**src/hdl/ula_pkg.sv**
```systemverilog
// ----------------------------------------------------------------------------
// ULA pixel generator package
// Field widths, input and register codes, screen mode codes and the command
// format that travels from the front end to the back end.
// ----------------------------------------------------------------------------
package ula_pkg;

    // Storage sizes.
    localparam int ULA_VRAM_DEPTH  = 16384;
    localparam int ULA_QUEUE_DEPTH = 2;

    // Field widths of the channels.
    localparam int KIND_W     = 2;
    localparam int ADDR_W     = 14;
    localparam int DATA_W     = 8;
    localparam int ROW_W      = 8;
    localparam int GROUP_W    = 6;
    localparam int BORDER_W   = 3;
    localparam int PIXEL_W    = 32;
    localparam int COLOUR_W   = 4;
    localparam int CFG_IDX_W  = 3;
    localparam int CFG_DATA_W = 8;

    // Input item kinds.
    localparam logic [KIND_W-1:0] KIND_WRITE  = 2'd0;
    localparam logic [KIND_W-1:0] KIND_RENDER = 2'd1;
    localparam logic [KIND_W-1:0] KIND_FRAME  = 2'd2;

    // Configuration register indexes.
    localparam logic [CFG_IDX_W-1:0] CFG_SCREEN_MODE   = 3'd0;
    localparam logic [CFG_IDX_W-1:0] CFG_SCROLL_X      = 3'd1;
    localparam logic [CFG_IDX_W-1:0] CFG_SCROLL_Y      = 3'd2;
    localparam logic [CFG_IDX_W-1:0] CFG_FINE_SCROLL_X = 3'd3;
    localparam logic [CFG_IDX_W-1:0] CFG_TMX_BORDER    = 3'd4;

    // Screen mode codes (port bits 5:3).
    localparam logic [2:0] SCR_STD      = 3'd0;
    localparam logic [2:0] SCR_STD_ALT  = 3'd1;
    localparam logic [2:0] SCR_HICOL_0  = 3'd2;
    localparam logic [2:0] SCR_HICOL_1  = 3'd3;
    localparam logic [2:0] SCR_STD_4    = 3'd4;
    localparam logic [2:0] SCR_STD_5    = 3'd5;
    localparam logic [2:0] SCR_HIRES_0  = 3'd6;
    localparam logic [2:0] SCR_HIRES_1  = 3'd7;

    // Frame geometry.
    localparam logic [ROW_W-1:0]   ROW_DISP_FIRST   = 8'd32;
    localparam logic [ROW_W-1:0]   ROW_DISP_END     = 8'd224;
    localparam logic [GROUP_W-1:0] GROUP_DISP_FIRST = 6'd4;
    localparam logic [GROUP_W-1:0] GROUP_DISP_END   = 6'd36;

    // Back end operations.
    typedef enum logic [1:0] {
        OP_WRITE = 2'd0,
        OP_FRAME = 2'd1,
        OP_FILL  = 2'd2,
        OP_DISP  = 2'd3
    } t_op;

    // Colour source of a display group.
    typedef enum logic {
        DM_ATTR  = 1'b0,
        DM_HIRES = 1'b1
    } t_dmode;

    // One classified item. A display group reads the pixel and attribute
    // bytes at addr0/addr1 first, then at addr2/addr3.
    typedef struct packed {
        t_op                 op;
        t_dmode              dmode;
        logic [ADDR_W-1:0]   addr0;
        logic [ADDR_W-1:0]   addr1;
        logic [ADDR_W-1:0]   addr2;
        logic [ADDR_W-1:0]   addr3;
        logic [DATA_W-1:0]   wdata;
        logic [2:0]          shift;
        logic [COLOUR_W-1:0] colour;
        logic [2:0]          ink;
        logic [2:0]          paper;
    } t_cmd;

endpackage

```
**src/hdl/ula_cmd_fifo.sv**
```systemverilog
// ----------------------------------------------------------------------------
// ULA command queue
// Short register queue between the front end and the back end, with push and
// pop in the same cycle.
// ----------------------------------------------------------------------------
module ula_cmd_fifo import ula_pkg::*; (
    input  logic i_clk,
    input  logic i_rst_n,
    input  logic i_push,
    input  t_cmd i_cmd,
    output logic o_full,
    input  logic i_pop,
    output logic o_head_valid,
    output t_cmd o_head
);

    localparam int QAW = (ULA_QUEUE_DEPTH > 1) ? $clog2(ULA_QUEUE_DEPTH) : 1;
    localparam int CW  = $clog2(ULA_QUEUE_DEPTH + 1);
    localparam logic [QAW-1:0] LAST  = QAW'(ULA_QUEUE_DEPTH - 1);
    localparam logic [CW-1:0]  FULLC = CW'(ULA_QUEUE_DEPTH);

    t_cmd           r_entries [ULA_QUEUE_DEPTH];
    logic [QAW-1:0] r_wr_ptr;
    logic [QAW-1:0] r_rd_ptr;
    logic [CW-1:0]  r_count;
    logic           do_push;
    logic           do_pop;

    assign o_full       = (r_count == FULLC);
    assign o_head_valid = (r_count != '0);
    assign o_head       = r_entries[r_rd_ptr];
    assign do_push      = i_push && !o_full;
    assign do_pop       = i_pop && o_head_valid;

    // Pointers and fill level.
    always_ff @(posedge i_clk) begin
        if (!i_rst_n) begin
            r_wr_ptr <= '0;
            r_rd_ptr <= '0;
            r_count  <= '0;
        end else begin
            if (do_push) begin
                r_wr_ptr <= (r_wr_ptr == LAST) ? '0 : r_wr_ptr + QAW'(1);
            end
            if (do_pop) begin
                r_rd_ptr <= (r_rd_ptr == LAST) ? '0 : r_rd_ptr + QAW'(1);
            end
            if (do_push && !do_pop) begin
                r_count <= r_count + CW'(1);
            end else if (do_pop && !do_push) begin
                r_count <= r_count - CW'(1);
            end
        end
    end

    // Entry storage.
    always_ff @(posedge i_clk) begin
        if (do_push) begin
            r_entries[r_wr_ptr] <= i_cmd;
        end
    end

endmodule

```
**config.mk**
```make
export PLATFORM = sky130hd
export DESIGN_NAME = ula_cmd_fifo
export DESIGN_NICKNAME = d
export VERILOG_FILES = /design/src/hdl/ula_pkg.sv /design/src/hdl/ula_cmd_fifo.sv
export SDC_FILE = /design/constraint.sdc
export NUM_CORES = 1
export LEC_CHECK = 0
export ABC_AREA = 1
export BUFFER_PORTS_ARGS = -buffer_cell sky130_fd_sc_hd__buf_4
export CORE_UTILIZATION = 53
export DETAILED_ROUTE_END_ITERATION = 10
export PLACE_DENSITY_LB_ADDON = 0.1
export SYNTH_ARGS = -nofsm -noshare
export SYNTH_HDL_FRONTEND = slang
export SYNTH_SLANG_ARGS = --single-unit
export TNS_END_PERCENT = 30
```
**constraint.sdc**
```tcl
create_clock -name i_clk -period 5.8 [get_ports i_clk]
set_input_delay 0.58 -clock i_clk [delete_from_list [all_inputs] [get_ports i_clk]]
set_output_delay 0.58 -clock i_clk [all_outputs]
set_load 0.02 [all_outputs]
```
### After elaboration in Yosys (flattened, before gate mapping)

Memories as Yosys holds them, arrays and structs flattened. A register that Yosys moved wholly into a read port is not among the register bits.
Index checks and enable logic that the tools add are counted.

| cells by class | value |
|---|---|
| add/subtract/negate cells | 4 |
| eq/ne operators | 1 |
| reduce and logical (&&, ||, !) cells | 9 |
| muxes and demuxes | 8 |

Operator list:

| operator | count |
|---|---|
| 1-bit 2-to-1 mux | 6 |
| 1-bit logical AND | 4 |
| 2-bit 2-to-1 mux | 2 |
| 2-bit nonzero test | 2 |
| 1-bit logical NOT | 3 |
| 1-bit adder (second input constant) | 2 |
| 2-bit by 1-bit adder with 2-bit output (second input constant) | 1 |
| 2-bit equality test (second input constant) | 1 |
| 2-bit by 1-bit subtractor with 2-bit output (second input constant) | 1 |

| word-level totals | value |
|---|---|
| bits in registers | 4 |
| word-level logic and storage cells | 26 |
| input bits | 84 |
| memory bits (writable) | 160 |
| memories kept | 1 |
| output and inout port bits | 82 |

Memory list:

| memory | depth | width | read ports | clocked after Yosys merged registers in | write ports | RTL line | text |
|---|---|---|---|---|---|---|---|
| r_entries | 2 | 80 | 1 | 1 | 1 | ula_cmd_fifo.sv:22 | `t_cmd r_entries [ULA_QUEUE_DEPTH];` |

### Logic depth before layout (Yosys ltp)

| depth | value |
|---|---|
| word-level depth | 7 |
| gate-level depth with buffers | 10 |
| mapped depth without buffers | 10 |

### Least setup slack after synthesis

Ideal clock, no wire load.

| timing | value |
|---|---|
| path type | input port to flip-flop |
| start | input i_push |
| end | memory r_entries[0][0] in the netlist's numbering, enable pin |
| arrival time | 3.983 ns |
| path slack | 1.298 ns |
| buffers on the path | 0 |
| stages on the path | 2 |
| library setup time | 0.519 ns |
| required time | 5.281 ns |
| path through | o21ai_2 > nor2_1 |

| on the way | value |
|---|---|
| word-level cells in the longest chain between the ends | 3 |

RTL lines:

| element | RTL line | text |
|---|---|---|
| start, declared | ula_cmd_fifo.sv:9 | `input logic i_push,` |
| 1-bit logical AND | ula_cmd_fifo.sv:32 | `assign do_push = i_push && !o_full;` |
| 1-bit 2-to-1 mux | ula_cmd_fifo.sv:58 | `if (do_push) begin` |
| 1-bit 2-to-1 mux (implied by the code) | ula_cmd_fifo.sv:59 | `r_entries[r_wr_ptr] <= i_cmd;` |
| end, declared | ula_cmd_fifo.sv:22 |  |

Every way passes these cells.

==> implementation parameters <==
Parameter                              Value

Synth
  Sequential share of the synthesized area    ~76%
  Number of enable-type register cells in the synthesized netlist    160
  Number of synthesis warnings    0
  Net count of the mapped netlist    around 370
  Top cells by area in the synthesized netlist    sky130_fd_sc_hd__edfxtp_1 75%, sky130_fd_sc_hd__mux2_4 19%, sky130_fd_sc_hd__buf_12 2.5%
  Count of unique library cells instantiated by Yosys    15
  Async set or reset register ratio after synthesis    0%
  Post-synthesis instance area    about 6400 sq um
  Number of instances in the synthesized netlist    around 290
  Cell type with the highest aggregate area in the netlist    sky130_fd_sc_hd__edfxtp_1
  Main flop type after synthesis    sky130_fd_sc_hd__edfxtp_1
  Mean post-synth cell area    approximately 22 sq um
  Leading post-synthesis cells by instance count    160 x sky130_fd_sc_hd__edfxtp_1, 80 x sky130_fd_sc_hd__mux2_4, 9 x sky130_fd_sc_hd__nor2_1
  Most used standard cell by instance count after synthesis    sky130_fd_sc_hd__edfxtp_1
  Share of the synthesized area in the top cell type    ~75%
  FF+latch count, synth    approximately 170

Pwr
  Leakage component of the power    3.30 nW
  Switching power total    1.02 mW
  Part of the power in registers    43.2%
  Combinational fraction of design power    between 20% and 30%
  Total power divided by cell area    approximately 450 nW/um^2
  Sw frac    a little over a quarter
  Internal power    roughly 2.7 mW
  Design Power    3.76 mW
  Highest ir drop seen on vdd    ~0.32 mV
  Power share of the clock group    between 20 and 30%

Clock network
  Clock input transition at the sequential cells of the worst setup and hold paths    60 ps
  Number of hold buffers added after CTS    0
  Clk Latency, worst-skew pair    410 ps
  Total setup buffers inserted after CTS    0
  Total of cells resized after clock tree synthesis    0
  Maximum level of the CTS H-tree    4
  TritonCTS clock tree    done
  Number of buffers inserted during clock tree synthesis    17
  Clock Sinks    165
  Master cell of the clock root buffer    sky130_fd_sc_hd__clkbuf_16
  CTS max path bufs    2

Floorplan
  Die Span X    around 110 um
  Die area    approximately 13000 sq um
  Chip Height    between 100 and 150 um
  FP Rows    39
  I/O pins    around 170
  Area of the core    around 12000 sq um
  Initial Util    about 55%

GRT
  Number of global-route vias before repair    between 3000 and 4000
  Gr usage total    about a fifth
  Antenna violations before repair    0
  First-pass GRT wire length    around 17000 um
  Largest net degree at the start of global routing    81
  GRT overflow    0

STA
  Count of final setup violators    0
  Worst clock skew on the final layout    approximately 4.4 ps
  Fin. Hold Viols    0
  Slew Viols, Final    0
  Final sum of negative setup slack    0 ps
  Smallest setup slack after layout    about 2600 ps
  Final worst-path cycle share    a little over half
  Rel. slew slack    a little over a quarter
  Worst slack on hold paths    346 ps
  Maximum frequency from static timing analysis    between 300 and 400 MHz
  Worst slew pin tran    1110 ps
  Min Clock Period, post-route    roughly 3200 ps
  RSZ-0062 raised after global routing    false

Routing
  Total number of vias    about 3100
  Number of violations reported at the end of detailed-routing iteration 0    ~220
  Count of nets left with antenna violations after detail routing    0
  Average detailed-routed wire length per instance    18.2 um
  Total wire length    ~11000 um
  Average vias per placed instance    slightly below 5
  Pre-Repair DR Iteration Count    7
  DRC violations left    11

Placement
  DP Area    between 7000 and 8000 sq um
  Inst Count DP    588
  Final RePlAce weighted congestion    between 0.7 and 0.8
  Buffers on Ports    between 150 and 200
  HPWL reported at the end of detailed placement    slightly above 7000 um
  Worst setup timing slack at the placement stage    3020 ps

Setup path
  Setup slack, reg-to-reg    around 4000 ps
  Worst R2R Start    r_count[0]
  CP Max Fanout    58
  Setup crit end kind    output pin
  Type of the setup path with the least slack    flop to output pin
  Length in cells of the worst reg-to-reg path    3
  Crit path arrival time    2600 ps
  Required time at the endpoint of the critical path    5220 ps
  Critical Path Start Type    flop
  End of the worst register-to-register path    r_entries[0][44]

Outcome
  Outcome    complete, but fails checks
  Violated checks    design-rule violations

Finish
  Net count, final    549
  Post-layout instance area    about 8300 sq um
  Sequential Area    ~5000 sq um
  # fillers    between 700 and 800
  Final standard cell utilization of the core    ~70%
  Final cell count without fillers    around 620
  Number of antenna repair diodes    0
  Area occupied by multi-input gates    1330 sq um
  Area growth syn-to-layout    29.3%
  Fraction of final layout cells sized beyond drive strength 1    58.4%

Job
  Maximum Capacitance Violations    0

Min path
  Hold Path Depth    1
  Hold Path Origin    i_cmd[23]
  Path class of the lowest-slack min-delay path    input pin to flop
  Endpoint, Worst Hold    r_entries[0][23]
==> final cells by class <==
cell class,count,share of cell area (%)
Clock inverter,12,1.94
Sequential cell,165,59.1
Tap cell,143,2.15
Multi-Input combinational cell,104,16.0
Clock buffer,19,5.21
Inverter,8,0.362
Timing Repair Buffer,168,15.2
==> critical path: stages (launching register included) <==
cell and delay (ps):
sky130_fd_sc_hd__dfxtp_4 1090, sky130_fd_sc_hd__buf_4 550, sky130_fd_sc_hd__mux2_4 350, sky130_fd_sc_hd__buf_4 160
==> worst max-delay path by stage <==
stage	from	slack, ps	endpoint	cells after the start
floorplan	i_push	1300	r_entries[0][0]	2
global placement	flop	3060	o_head[64]	3
detailed placement	flop	3020	o_head[51]	3
CTS	flop	2570	o_head[51]	3
global route	flop	2490	o_head[56]	3
finish	flop	2620	o_head[56]	3
==> power by group through the flow <==
stage	clock (mW)	sequential (mW)	combinational (mW)
finish	1.12	1.62	1.02
global route	1.19	1.64	1.07
CTS	1.14	1.63	1.03
detailed placement	0	1.65	1.02
global placement	0	1.64	1.01
floorplan	0	1.59	0.765
==> cells by family (layout without fill, tap and decap cells) <==
group	count (synthesis)	count (layout)	synth area share, %
and+or+nand+nor	18	18	1.11
muxes	80	80	18.7
buffers and inverters	17	207	3.14
adders and majority gates	1	1	0.195
DFF	165	165	76.4
AOI/OAI and AO/OA	5	5	0.487
==> registers in the layout, summed over array words and instances, names as in the netlist, named ones only <==
signal	flops
r_wr_ptr	1
r_count	2
r_entries	160
r_rd_ptr	1
==> per-layer routing <==
layer	global-route usage, %	wire, um
met3	7.02	828
met1	21.6	4450
met4	8.27	167
met2	31.8	5800
met5	0	0
==> cell usage in the layout (no fill, tap or decap), drive strengths merged, types with 2 or more instances in the layout <==
| master | netlist | layout |
|---|---|---|
| nor2 | 9 | 9 |
| inv | 8 | 8 |
| clkinvlp | 0 | 2 |
| o21ai | 3 | 3 |
| bufinv | 0 | 4 |
| clkinv | 0 | 6 |
| edfxtp | 160 | 160 |
| nand2 | 7 | 7 |
| dfxtp | 5 | 5 |
| mux2 | 80 | 80 |
| buf | 9 | 168 |
| clkbuf | 0 | 19 |
(Power assumes the default switching activity.)
