`src/hdl/ula_pkg.sv`:
```
// ----------------------------------------------------------------------------
// ULA pixel generator package
// Field widths, input and register codes, screen mode codes and the command
// format that travels from the front end to the back end.
// ----------------------------------------------------------------------------
package ula_pkg;

    // Storage sizes.
    localparam int ULA_VRAM_DEPTH  = 16384;
    localparam int ULA_QUEUE_DEPTH = 2;

    // Field widths of the channels.
    localparam int KIND_W     = 2;
    localparam int ADDR_W     = 14;
    localparam int DATA_W     = 8;
    localparam int ROW_W      = 8;
    localparam int GROUP_W    = 6;
    localparam int BORDER_W   = 3;
    localparam int PIXEL_W    = 32;
    localparam int COLOUR_W   = 4;
    localparam int CFG_IDX_W  = 3;
    localparam int CFG_DATA_W = 8;

    // Input item kinds.
    localparam logic [KIND_W-1:0] KIND_WRITE  = 2'd0;
    localparam logic [KIND_W-1:0] KIND_RENDER = 2'd1;
    localparam logic [KIND_W-1:0] KIND_FRAME  = 2'd2;

    // Configuration register indexes.
    localparam logic [CFG_IDX_W-1:0] CFG_SCREEN_MODE   = 3'd0;
    localparam logic [CFG_IDX_W-1:0] CFG_SCROLL_X      = 3'd1;
    localparam logic [CFG_IDX_W-1:0] CFG_SCROLL_Y      = 3'd2;
    localparam logic [CFG_IDX_W-1:0] CFG_FINE_SCROLL_X = 3'd3;
    localparam logic [CFG_IDX_W-1:0] CFG_TMX_BORDER    = 3'd4;

    // Screen mode codes (port bits 5:3).
    localparam logic [2:0] SCR_STD      = 3'd0;
    localparam logic [2:0] SCR_STD_ALT  = 3'd1;
    localparam logic [2:0] SCR_HICOL_0  = 3'd2;
    localparam logic [2:0] SCR_HICOL_1  = 3'd3;
    localparam logic [2:0] SCR_STD_4    = 3'd4;
    localparam logic [2:0] SCR_STD_5    = 3'd5;
    localparam logic [2:0] SCR_HIRES_0  = 3'd6;
    localparam logic [2:0] SCR_HIRES_1  = 3'd7;

    // Frame geometry.
    localparam logic [ROW_W-1:0]   ROW_DISP_FIRST   = 8'd32;
    localparam logic [ROW_W-1:0]   ROW_DISP_END     = 8'd224;
    localparam logic [GROUP_W-1:0] GROUP_DISP_FIRST = 6'd4;
    localparam logic [GROUP_W-1:0] GROUP_DISP_END   = 6'd36;

    // Back end operations.
    typedef enum logic [1:0] {
        OP_WRITE = 2'd0,
        OP_FRAME = 2'd1,
        OP_FILL  = 2'd2,
        OP_DISP  = 2'd3
    } t_op;

    // Colour source of a display group.
    typedef enum logic {
        DM_ATTR  = 1'b0,
        DM_HIRES = 1'b1
    } t_dmode;

    // One classified item. A display group reads the pixel and attribute
    // bytes at addr0/addr1 first, then at addr2/addr3.
    typedef struct packed {
        t_op                 op;
        t_dmode              dmode;
        logic [ADDR_W-1:0]   addr0;
        logic [ADDR_W-1:0]   addr1;
        logic [ADDR_W-1:0]   addr2;
        logic [ADDR_W-1:0]   addr3;
        logic [DATA_W-1:0]   wdata;
        logic [2:0]          shift;
        logic [COLOUR_W-1:0] colour;
        logic [2:0]          ink;
        logic [2:0]          paper;
    } t_cmd;

endpackage

```
`src/hdl/ula_in_if.sv`:
```
// ----------------------------------------------------------------------------
// ULA input channel
// Valid/ready channel that carries one video RAM write, render or frame end.
// ----------------------------------------------------------------------------
interface ula_in_if import ula_pkg::*; ();
    logic                valid;
    logic                ready;
    logic [KIND_W-1:0]   kind;
    logic [ADDR_W-1:0]   vram_addr;
    logic [DATA_W-1:0]   vram_data;
    logic [ROW_W-1:0]    fb_row;
    logic [GROUP_W-1:0]  fb_group;
    logic [BORDER_W-1:0] border_colour;

    modport source (
        output valid, kind, vram_addr, vram_data, fb_row, fb_group, border_colour,
        input  ready
    );
    modport sink (
        input  valid, kind, vram_addr, vram_data, fb_row, fb_group, border_colour,
        output ready
    );
endinterface

```
`src/hdl/ula_cfg_if.sv`:
```
// ----------------------------------------------------------------------------
// ULA configuration channel
// Valid/ready write channel that carries a register index and its data.
// ----------------------------------------------------------------------------
interface ula_cfg_if import ula_pkg::*; ();
    logic                  valid;
    logic                  ready;
    logic [CFG_IDX_W-1:0]  index;
    logic [CFG_DATA_W-1:0] data;

    modport source (
        output valid, index, data,
        input  ready
    );
    modport sink (
        input  valid, index, data,
        output ready
    );
endinterface

```
`src/hdl/ula_front.sv`:
```
// ----------------------------------------------------------------------------
// ULA front end
// Holds the configuration registers, accepts input items and turns each into
// a command: memory write, frame end, solid fill or display group with its
// video RAM addresses.
// ----------------------------------------------------------------------------
module ula_front import ula_pkg::*; (
    input  logic    i_clk,
    input  logic    i_rst_n,
    ula_cfg_if.sink i_cfg,
    ula_in_if.sink  i_in,
    input  logic    i_queue_full,
    output logic    o_push,
    output t_cmd    o_cmd
);

    logic [7:0] r_screen_mode_port;
    logic [7:0] r_scroll_x;
    logic [7:0] r_scroll_y;
    logic       r_fine_scroll_x;
    logic       r_tmx_border_select;

    logic [2:0]         scr_mode;
    logic               is_hicol;
    logic               is_hires;
    logic               is_alt;
    logic [ROW_W-1:0]   srow;
    logic [GROUP_W-1:0] group_off;
    logic [4:0]         col;
    logic [8:0]         scrolled;
    logic [7:0]         er;
    logic [7:0]         sx0;
    logic [4:0]         c0;
    logic [4:0]         c1;
    logic [12:0]        ro_disp;
    logic [12:0]        ro_fold;
    logic [12:0]        disp_off;
    logic               border_row;
    logic               side_border;
    logic               kind_known;

    // Spectrum interleaved row address: Y7..6, Y2..0, Y5..3, then the column.
    function automatic logic [12:0] row_offset(input logic [7:0] r);
        row_offset = {r[7:6], r[2:0], r[5:3], 5'b00000};
    endfunction

    // Configuration writes; indexes beyond the list are dropped.
    always_ff @(posedge i_clk) begin
        if (!i_rst_n) begin
            r_screen_mode_port  <= 8'd0;
            r_scroll_x          <= 8'd0;
            r_scroll_y          <= 8'd0;
            r_fine_scroll_x     <= 1'b0;
            r_tmx_border_select <= 1'b0;
        end else if (i_cfg.valid) begin
            unique case (i_cfg.index)
                CFG_SCREEN_MODE:   r_screen_mode_port  <= i_cfg.data;
                CFG_SCROLL_X:      r_scroll_x          <= i_cfg.data;
                CFG_SCROLL_Y:      r_scroll_y          <= i_cfg.data;
                CFG_FINE_SCROLL_X: r_fine_scroll_x     <= i_cfg.data[0];
                CFG_TMX_BORDER:    r_tmx_border_select <= i_cfg.data[0];
                default: begin
                end
            endcase
        end
    end

    assign i_cfg.ready = 1'b1;

    // Items are taken whenever the queue has room; unused kinds are dropped.
    assign i_in.ready = !i_queue_full;
    assign kind_known = (i_in.kind == KIND_WRITE) || (i_in.kind == KIND_RENDER) ||
                        (i_in.kind == KIND_FRAME);
    assign o_push     = i_in.valid && !i_queue_full && kind_known;

    // Screen mode classification.
    assign scr_mode = r_screen_mode_port[5:3];
    always_comb begin
        is_hicol = 1'b0;
        is_hires = 1'b0;
        is_alt   = 1'b0;
        unique case (scr_mode)
            SCR_STD, SCR_STD_4, SCR_STD_5: begin
            end
            SCR_STD_ALT:              is_alt   = 1'b1;
            SCR_HICOL_0, SCR_HICOL_1: is_hicol = 1'b1;
            SCR_HIRES_0, SCR_HIRES_1: is_hires = 1'b1;
            default: begin
            end
        endcase
    end

    // Screen coordinates of the group.
    assign srow      = i_in.fb_row - ROW_DISP_FIRST;
    assign group_off = i_in.fb_group - GROUP_DISP_FIRST;
    assign col       = group_off[4:0];
    assign ro_disp   = row_offset(srow);
    assign disp_off  = {ro_disp[12:5], col};

    // Vertical scroll folded onto the 192 screen lines.
    assign scrolled = {1'b0, srow} + {1'b0, r_scroll_y};
    always_comb begin
        priority if (scrolled[8:7] == 2'b11) begin
            er = {1'b0, scrolled[6:0]};
        end else if (scrolled[8] || (scrolled[7:6] == 2'b11)) begin
            er = {scrolled[7:6] + 2'd1, scrolled[5:0]};
        end else begin
            er = scrolled[7:0];
        end
    end
    assign ro_fold = row_offset(er);

    // Horizontal scroll: first pixel position and the two byte columns it spans.
    assign sx0 = {col, 3'b000} + r_scroll_x + {7'd0, r_fine_scroll_x};
    assign c0  = sx0[7:3];
    assign c1  = c0 + 5'd1;

    assign border_row  = (i_in.fb_row < ROW_DISP_FIRST) || (i_in.fb_row >= ROW_DISP_END);
    assign side_border = (i_in.fb_group < GROUP_DISP_FIRST) ||
                         (i_in.fb_group >= GROUP_DISP_END);

    // Command build.
    always_comb begin
        o_cmd        = '0;
        o_cmd.op     = OP_FRAME;
        o_cmd.dmode  = DM_ATTR;
        o_cmd.ink    = r_screen_mode_port[2:0];
        o_cmd.paper  = r_screen_mode_port[5:3];
        unique case (i_in.kind)
            KIND_WRITE: begin
                o_cmd.op    = OP_WRITE;
                o_cmd.addr0 = i_in.vram_addr;
                o_cmd.wdata = i_in.vram_data;
            end
            KIND_RENDER: begin
                priority if (border_row) begin
                    o_cmd.op     = OP_FILL;
                    o_cmd.colour = (r_tmx_border_select || is_hires) ?
                                   {1'b0, r_screen_mode_port[5:3]} :
                                   {1'b0, i_in.border_colour};
                end else if (side_border) begin
                    o_cmd.op     = OP_FILL;
                    o_cmd.colour = {1'b0, i_in.border_colour};
                end else if (is_hires) begin
                    o_cmd.op    = OP_DISP;
                    o_cmd.dmode = DM_HIRES;
                    o_cmd.addr0 = {1'b1, disp_off};
                    o_cmd.addr1 = {1'b1, disp_off};
                    o_cmd.addr2 = {1'b1, disp_off};
                    o_cmd.addr3 = {1'b1, disp_off};
                end else if (is_hicol) begin
                    o_cmd.op    = OP_DISP;
                    o_cmd.addr0 = {scr_mode[0], disp_off};
                    o_cmd.addr1 = {1'b1, disp_off};
                    o_cmd.addr2 = {scr_mode[0], disp_off};
                    o_cmd.addr3 = {1'b1, disp_off};
                end else begin
                    o_cmd.op    = OP_DISP;
                    o_cmd.addr0 = {is_alt, ro_fold[12:5], c0};
                    o_cmd.addr1 = {is_alt, 2'b11, 1'b0, er[7:3], c0};
                    o_cmd.addr2 = {is_alt, ro_fold[12:5], c1};
                    o_cmd.addr3 = {is_alt, 2'b11, 1'b0, er[7:3], c1};
                    o_cmd.shift = sx0[2:0];
                end
            end
            default: begin
                o_cmd.op = OP_FRAME;
            end
        endcase
    end

endmodule

```
`src/flat_wrapper.sv`:
```
// flat-port wrapper written by rule: the top's interface ports become plain ports
module ula_front_flat import ula_pkg::*;
  (i_clk, i_rst_n, i_queue_full, o_push, o_cmd, i_cfg_valid, i_cfg_index, i_cfg_data, i_cfg_ready, i_in_valid, i_in_kind, i_in_vram_addr, i_in_vram_data, i_in_fb_row, i_in_fb_group, i_in_border_colour, i_in_ready);
  ula_cfg_if i_cfg_i ();
  ula_in_if i_in_i ();
  input  logic i_clk;
  input  logic i_rst_n;
  input  logic i_queue_full;
  output logic o_push;
  output t_cmd o_cmd;
  input wire logic [$bits(i_cfg_i.valid)-1:0] i_cfg_valid;
  input wire logic [$bits(i_cfg_i.index)-1:0] i_cfg_index;
  input wire logic [$bits(i_cfg_i.data)-1:0] i_cfg_data;
  output wire logic [$bits(i_cfg_i.ready)-1:0] i_cfg_ready;
  input wire logic [$bits(i_in_i.valid)-1:0] i_in_valid;
  input wire logic [$bits(i_in_i.kind)-1:0] i_in_kind;
  input wire logic [$bits(i_in_i.vram_addr)-1:0] i_in_vram_addr;
  input wire logic [$bits(i_in_i.vram_data)-1:0] i_in_vram_data;
  input wire logic [$bits(i_in_i.fb_row)-1:0] i_in_fb_row;
  input wire logic [$bits(i_in_i.fb_group)-1:0] i_in_fb_group;
  input wire logic [$bits(i_in_i.border_colour)-1:0] i_in_border_colour;
  output wire logic [$bits(i_in_i.ready)-1:0] i_in_ready;
  assign i_cfg_i.valid = i_cfg_valid;
  assign i_cfg_i.index = i_cfg_index;
  assign i_cfg_i.data = i_cfg_data;
  assign i_cfg_ready = i_cfg_i.ready;
  assign i_in_i.valid = i_in_valid;
  assign i_in_i.kind = i_in_kind;
  assign i_in_i.vram_addr = i_in_vram_addr;
  assign i_in_i.vram_data = i_in_vram_data;
  assign i_in_i.fb_row = i_in_fb_row;
  assign i_in_i.fb_group = i_in_fb_group;
  assign i_in_i.border_colour = i_in_border_colour;
  assign i_in_ready = i_in_i.ready;
  ula_front u_core (.i_clk(i_clk), .i_rst_n(i_rst_n), .i_cfg(i_cfg_i), .i_in(i_in_i), .i_queue_full(i_queue_full), .o_push(o_push), .o_cmd(o_cmd));
endmodule
```
`config.mk`:
```
export PLATFORM = sky130hd
export DESIGN_NAME = ula_front_flat
export DESIGN_NICKNAME = d
export VERILOG_FILES = /design/src/hdl/ula_pkg.sv /design/src/hdl/ula_in_if.sv /design/src/hdl/ula_cfg_if.sv /design/src/hdl/ula_front.sv /design/src/flat_wrapper.sv
export SDC_FILE = /design/constraint.sdc
export NUM_CORES = 1
export LEC_CHECK = 0
export BUFFER_PORTS_ARGS = -buffer_cell sky130_fd_sc_hd__clkbuf_2
export CORE_MARGIN = 2
export CORE_UTILIZATION = 42
export CTS_BUF_LIST = sky130_fd_sc_hd__clkbuf_2
export DETAILED_ROUTE_END_ITERATION = 7
export GPL_TIMING_DRIVEN = 0
export PLACE_DENSITY = 0.87
export SYNTH_ARGS = -nofsm -noshare
export SYNTH_HDL_FRONTEND = slang
export SYNTH_SLANG_ARGS = --single-unit
```
`constraint.sdc`:
```
create_clock -name i_clk -period 3.3 [get_ports i_clk]
set_clock_uncertainty 0.15 [all_clocks]
set_input_delay 0.165 -clock i_clk [delete_from_list [all_inputs] [get_ports i_clk]]
set_output_delay 0.165 -clock i_clk [all_outputs]
set_load 0.02 [all_outputs]
```
Yosys cells after proc, flatten, opt, wreduce, memory -nomap -nowiden. Index checks and enable logic that the tools add are counted.

Flip-flop bits (word level): 24. Bits in latches: 0. RAM bits: 0. Bits in read-only memories: 0. Output and inout port bits: 83. Word-level logic and storage cells: 72. Memories kept: 0.

Add/subtract/negate cells: 7. Multipliers: 0. Div/mod/pow operators: 0. Order comparisons: 4. Equality and inequality tests: 13. Shifts and indexed selects: 0. Multiplexer cells: 25. Bitwise gates (word level): 0. Reductions and logical operators: 18.

Operators with widths (count): $mux 57 (2); $mux 56 (2); $mux 42 (1); $pmux 14 s2 (1); $mux 8 (3); $mux 3 (6); $eq 3x2->1 const B (4); $reduce_and 2->1 (5); $add 8x8->9 (1); $eq 3x3->1 const B (3); $add 8x1->8 (1); $add 8x8->8 (1); $ge 8x8->1 const B (1); $lt 8x6->1 const B (1); $sub 8x6->8 const B (1); $mux 7 (1); $eq 2x2->1 const B (3); $eq 3x1->1 const B (2); $ge 6x6->1 const B (1); $logic_or 1x1->1 (6); $lt 6x3->1 const B (1); $mux 1 (6); $add 5x1->5 const B (1); $sub 5x3->5 const B (1); other kinds (10) (12).

Logic depth before layout (Yosys ltp).
Depth in word-level cells: 11. Mapped depth: 15. Depth with buffers taken out: 14.

Worst setup path after synthesis. No wires, ideal clock.

Path type: reg2out. Start point: register u_core.r_scroll_y[0]. End point: output port o_cmd[58] in the netlist's numbering. Arrival: 3072 ps. Slack: -87 ps. Stages on the path, launching flop included: 11. Buffers on the path: 1. Cell sequence: dfxtp_1 -> ha_1 -> fa_1 -> a21o_1 -> a221oi_1 -> xnor2_1 -> ha_1 -> or3_1 -> a311o_1 -> and3_1 -> buf_4.

RTL lines: from (decl) (line ula_front.sv:19) `logic [7:0] r_scroll_y;`; from (signal assigned) (line ula_front.sv:59) `CFG_SCROLL_Y: r_scroll_y <= i_cfg.data;`; to (decl) (line flat_wrapper.sv:10) `output t_cmd o_cmd;`.

==> flow_summary.ini <==
[timing]
setup_slack_ns = -0.279
relSlewSlack = 0.545
finalCritPeriodShare = 1.08
max_freq_mhz = 279
rsz0062_at_grt = yes
hold_viol_final = 0
hold_ws_ns = 0.0400
final.setup.tns_ns = -0.976
period_minus_slack_ns = 3.58
worstMarginPinSlew_ns = 0.679
finalSetupViolations = 7
slew_violations = 0

[place]
portBuffers = 137
place_hpwl_um = 6880
place_area_sq_um = 3320
dp_cells = 551
gp_congestion = 0.923

[logic_synthesis]
ys.flop_type = dfxtp_1
ys_ff_latch = 24
synth-edff-count = 0
synthTopCellsByArea = dfxtp_1 (19%), ha_1 (9.4%), nand2_1 (6.5%)
yosys.area.top_type = dfxtp_1
yosys_warnings = 0
synth_cell_types = 49
yosys.area.top_type_share = 0.190
syn_inst = 339
synth_area_sq_um = 2530
syn_area_per_cell_sq_um = 7.47
ys_seq_area_frac = 0.190
synth_nets = 416
synthArstFlopShare = 0

[run_status]
outcome = finished, violations left
violations = negative setup slack

[grt]
grt_use_total = 0.255
grt_pass1_wl_um = 13300
grt_pass1_vias = 2866
grt_max_degree = 14
antenna_found_initial = 0
overflow = 0

[clock_tree]
path_clk_slew_ns = 0.21
root_buffer = clkbuf_2
cts_tree = done
clockBufferDepth = 2
cts_htree_levels = 1
cts-buffers-inserted = 3
clock_latency_ns = 0.33
cts_sinks = 24

[power]
power_density_nw_per_um2 = 219
p_leak_nw = 1.91
vdd_drop_max_mv = 0.181

[setup_path]
reg2reg_depth = 4
critical_path_required_ns = 2.98
crit_type = reg -> out
rr_startpoint = u_core.r_screen_mode_port[4]
startpoint_type = flip-flop
reg2reg_to = u_core.r_screen_mode_port[4]
rrSetupSlack_ns = 1.68
critPathArrivalTime_ns = 3.26
endpoint_kind = output pin
crit_fanout = 4

[final_layout]
fin_area_sq_um = 3800
layout_common_cells = clkbuf_2 (132), nand2_1 (44), buf_4 (36), nor2_1 (30), a21oi_1 (21)
fill_cells = 498
drive_above_1_share = 0.425
fin_nets = 584
mostFrequentLayoutCell = clkbuf_2
num_antenna_cells = 0
area_delta_synth_final_pct = 50.2
finalNonFillerCells = 581

[floorplanning]
ios = 140
dieWidth_um = 81.7
core_area_sq_um = 5890
dieArea_sq_um = 6670
start_util = 0.430
rows = 28
dieHeight_um = 81.7

[min_path]
worstHoldPathType = in -> reg
hold-path-endpoint = u_core.r_tmx_border_select
worstHoldPathCells = 4
min_from = i_cfg_index[2]

[detailed_routing]
drc = 0
viasPerCell = 5.26
wire_per_inst_um = 15.1
drt_first_iter_violations = 175
final_antenna_net_count = 0
drt_wl_total_um = 8790
num_vias = 3057
drtPass1Iterations = 5

[flow_run]
maxCapViolCount = 0
## how the worst max path moves through the flow
| stage | from | endpoint | slack, ns |
|---|---|---|---|
| 3_3_place_gp | i_in_fb_row[5] | o_cmd[58] | -0.38 |
| 5_1_grt | u_core.r_scroll_y[0] | o_cmd[75] | -0.39 |
| 4_1_cts | u_core.r_scroll_y[0] | o_cmd[75] | -0.25 |
| 3_5_place_dp | i_in_fb_row[5] | o_cmd[58] | -0.48 |
| 6_report | u_core.r_scroll_y[0] | o_cmd[75] | -0.28 |
| 2_1_floorplan | i_in_fb_row[5] | o_cmd[58] | 0.002 |
## state kept, by name (all words and copies together), names as in the netlist
signal / cells
u_core.r_fine_scroll_x: 1
u_core.r_tmx_border_select: 1
u_core.r_screen_mode_port: 6
u_core.r_scroll_y: 8
u_core.r_scroll_x: 8
## power breakdown
group | switching (mW) | internal (mW) | total, mW
registers | 0.00570 | 0.296 | 0.302
clock network | 0.0834 | 0.0263 | 0.110
logic | 0.226 | 0.197 | 0.423
## routing by layer
| layer | GRT usage | wire [um] | share of wire |
|---|---|---|---|
| met3 | 0.0385 | 609 | 0.069 |
| met1 | 0.287 | 3400 | 0.39 |
| met5 | 0 | 0 | 0 |
| met2 | 0.471 | 4450 | 0.51 |
| met4 | 0.113 | 330 | 0.038 |
## synth_stat cells, drive strengths merged (3+ instances only)
cell type,n
dfxtp,24
nand2,44
xor2,5
o211ai,3
o21a,3
and2,10
nand3,4
nor3b,3
nor2,30
clkbuf,12
xnor2,12
a21boi,17
or2,3
a21oi,22
o21ai,7
ha,19
nand2b,6
buf,21
a21o,8
and3,8
mux2i,16
nor3,5
inv,11
nor2b,16
## critical path, stage by stage (launching register included)
cell	delay [ns]
dfxtp_4	0.41
ha_4	0.16
buf_4	0.13
a211oi_2	0.24
o21bai_2	0.14
and4b_4	0.22
or2_4	0.26
ha_4	0.16
or3_1	0.33
a311o_1	0.39
buf_4	0.15
a22o_1	0.18
clkbuf_8	0.15
## what timing repair did
| action | CTS | global route |
|---|---|---|
| pin swaps | 14 | 14 |
| buffers inserted | 12 | 4 |
| hold endpoints to repair | 18 | 0 |
| setup endpoints to repair | 8 | 10 |
| hold buffers | 10 | 0 |
| gates resized for setup | 33 | 24 |
## cell families after synthesis
logic type | synth area share
DFF | 0.190
other | 0.00296
AOI/OAI and AO/OA | 0.204
adders and majority gates | 0.102
xor gates and xnor gates | 0.0588
muxes | 0.0632
buffers and inverters | 0.102
and+or+nand+nor | 0.278
## stage by stage
step           setup WS, ns  total power, mW  utilization
2_1_floorplan       0.00164            0.532            -
3_3_place_gp         -0.376            0.640        0.564
4_1_cts              -0.248            0.806        0.627
5_1_grt              -0.390            0.887        0.646
3_5_place_dp         -0.482            0.649        0.564
6_report             -0.279            0.835        0.646
## cell type report
class | count | area (sq um) | share of cell area
repair buffers | 163 | 965 | 0.254
well taps | 75 | 93.8 | 0.0247
clock inverters | 1 | 3.75 | 0.000987
clock buffers | 3 | 15.0 | 0.00395
flip-flops and latches | 24 | 488 | 0.128
multi-input cells | 271 | 1980 | 0.520
plain buffers | 33 | 220 | 0.0579
inverters | 11 | 41.3 | 0.0109
(Power assumes the default switching activity.)
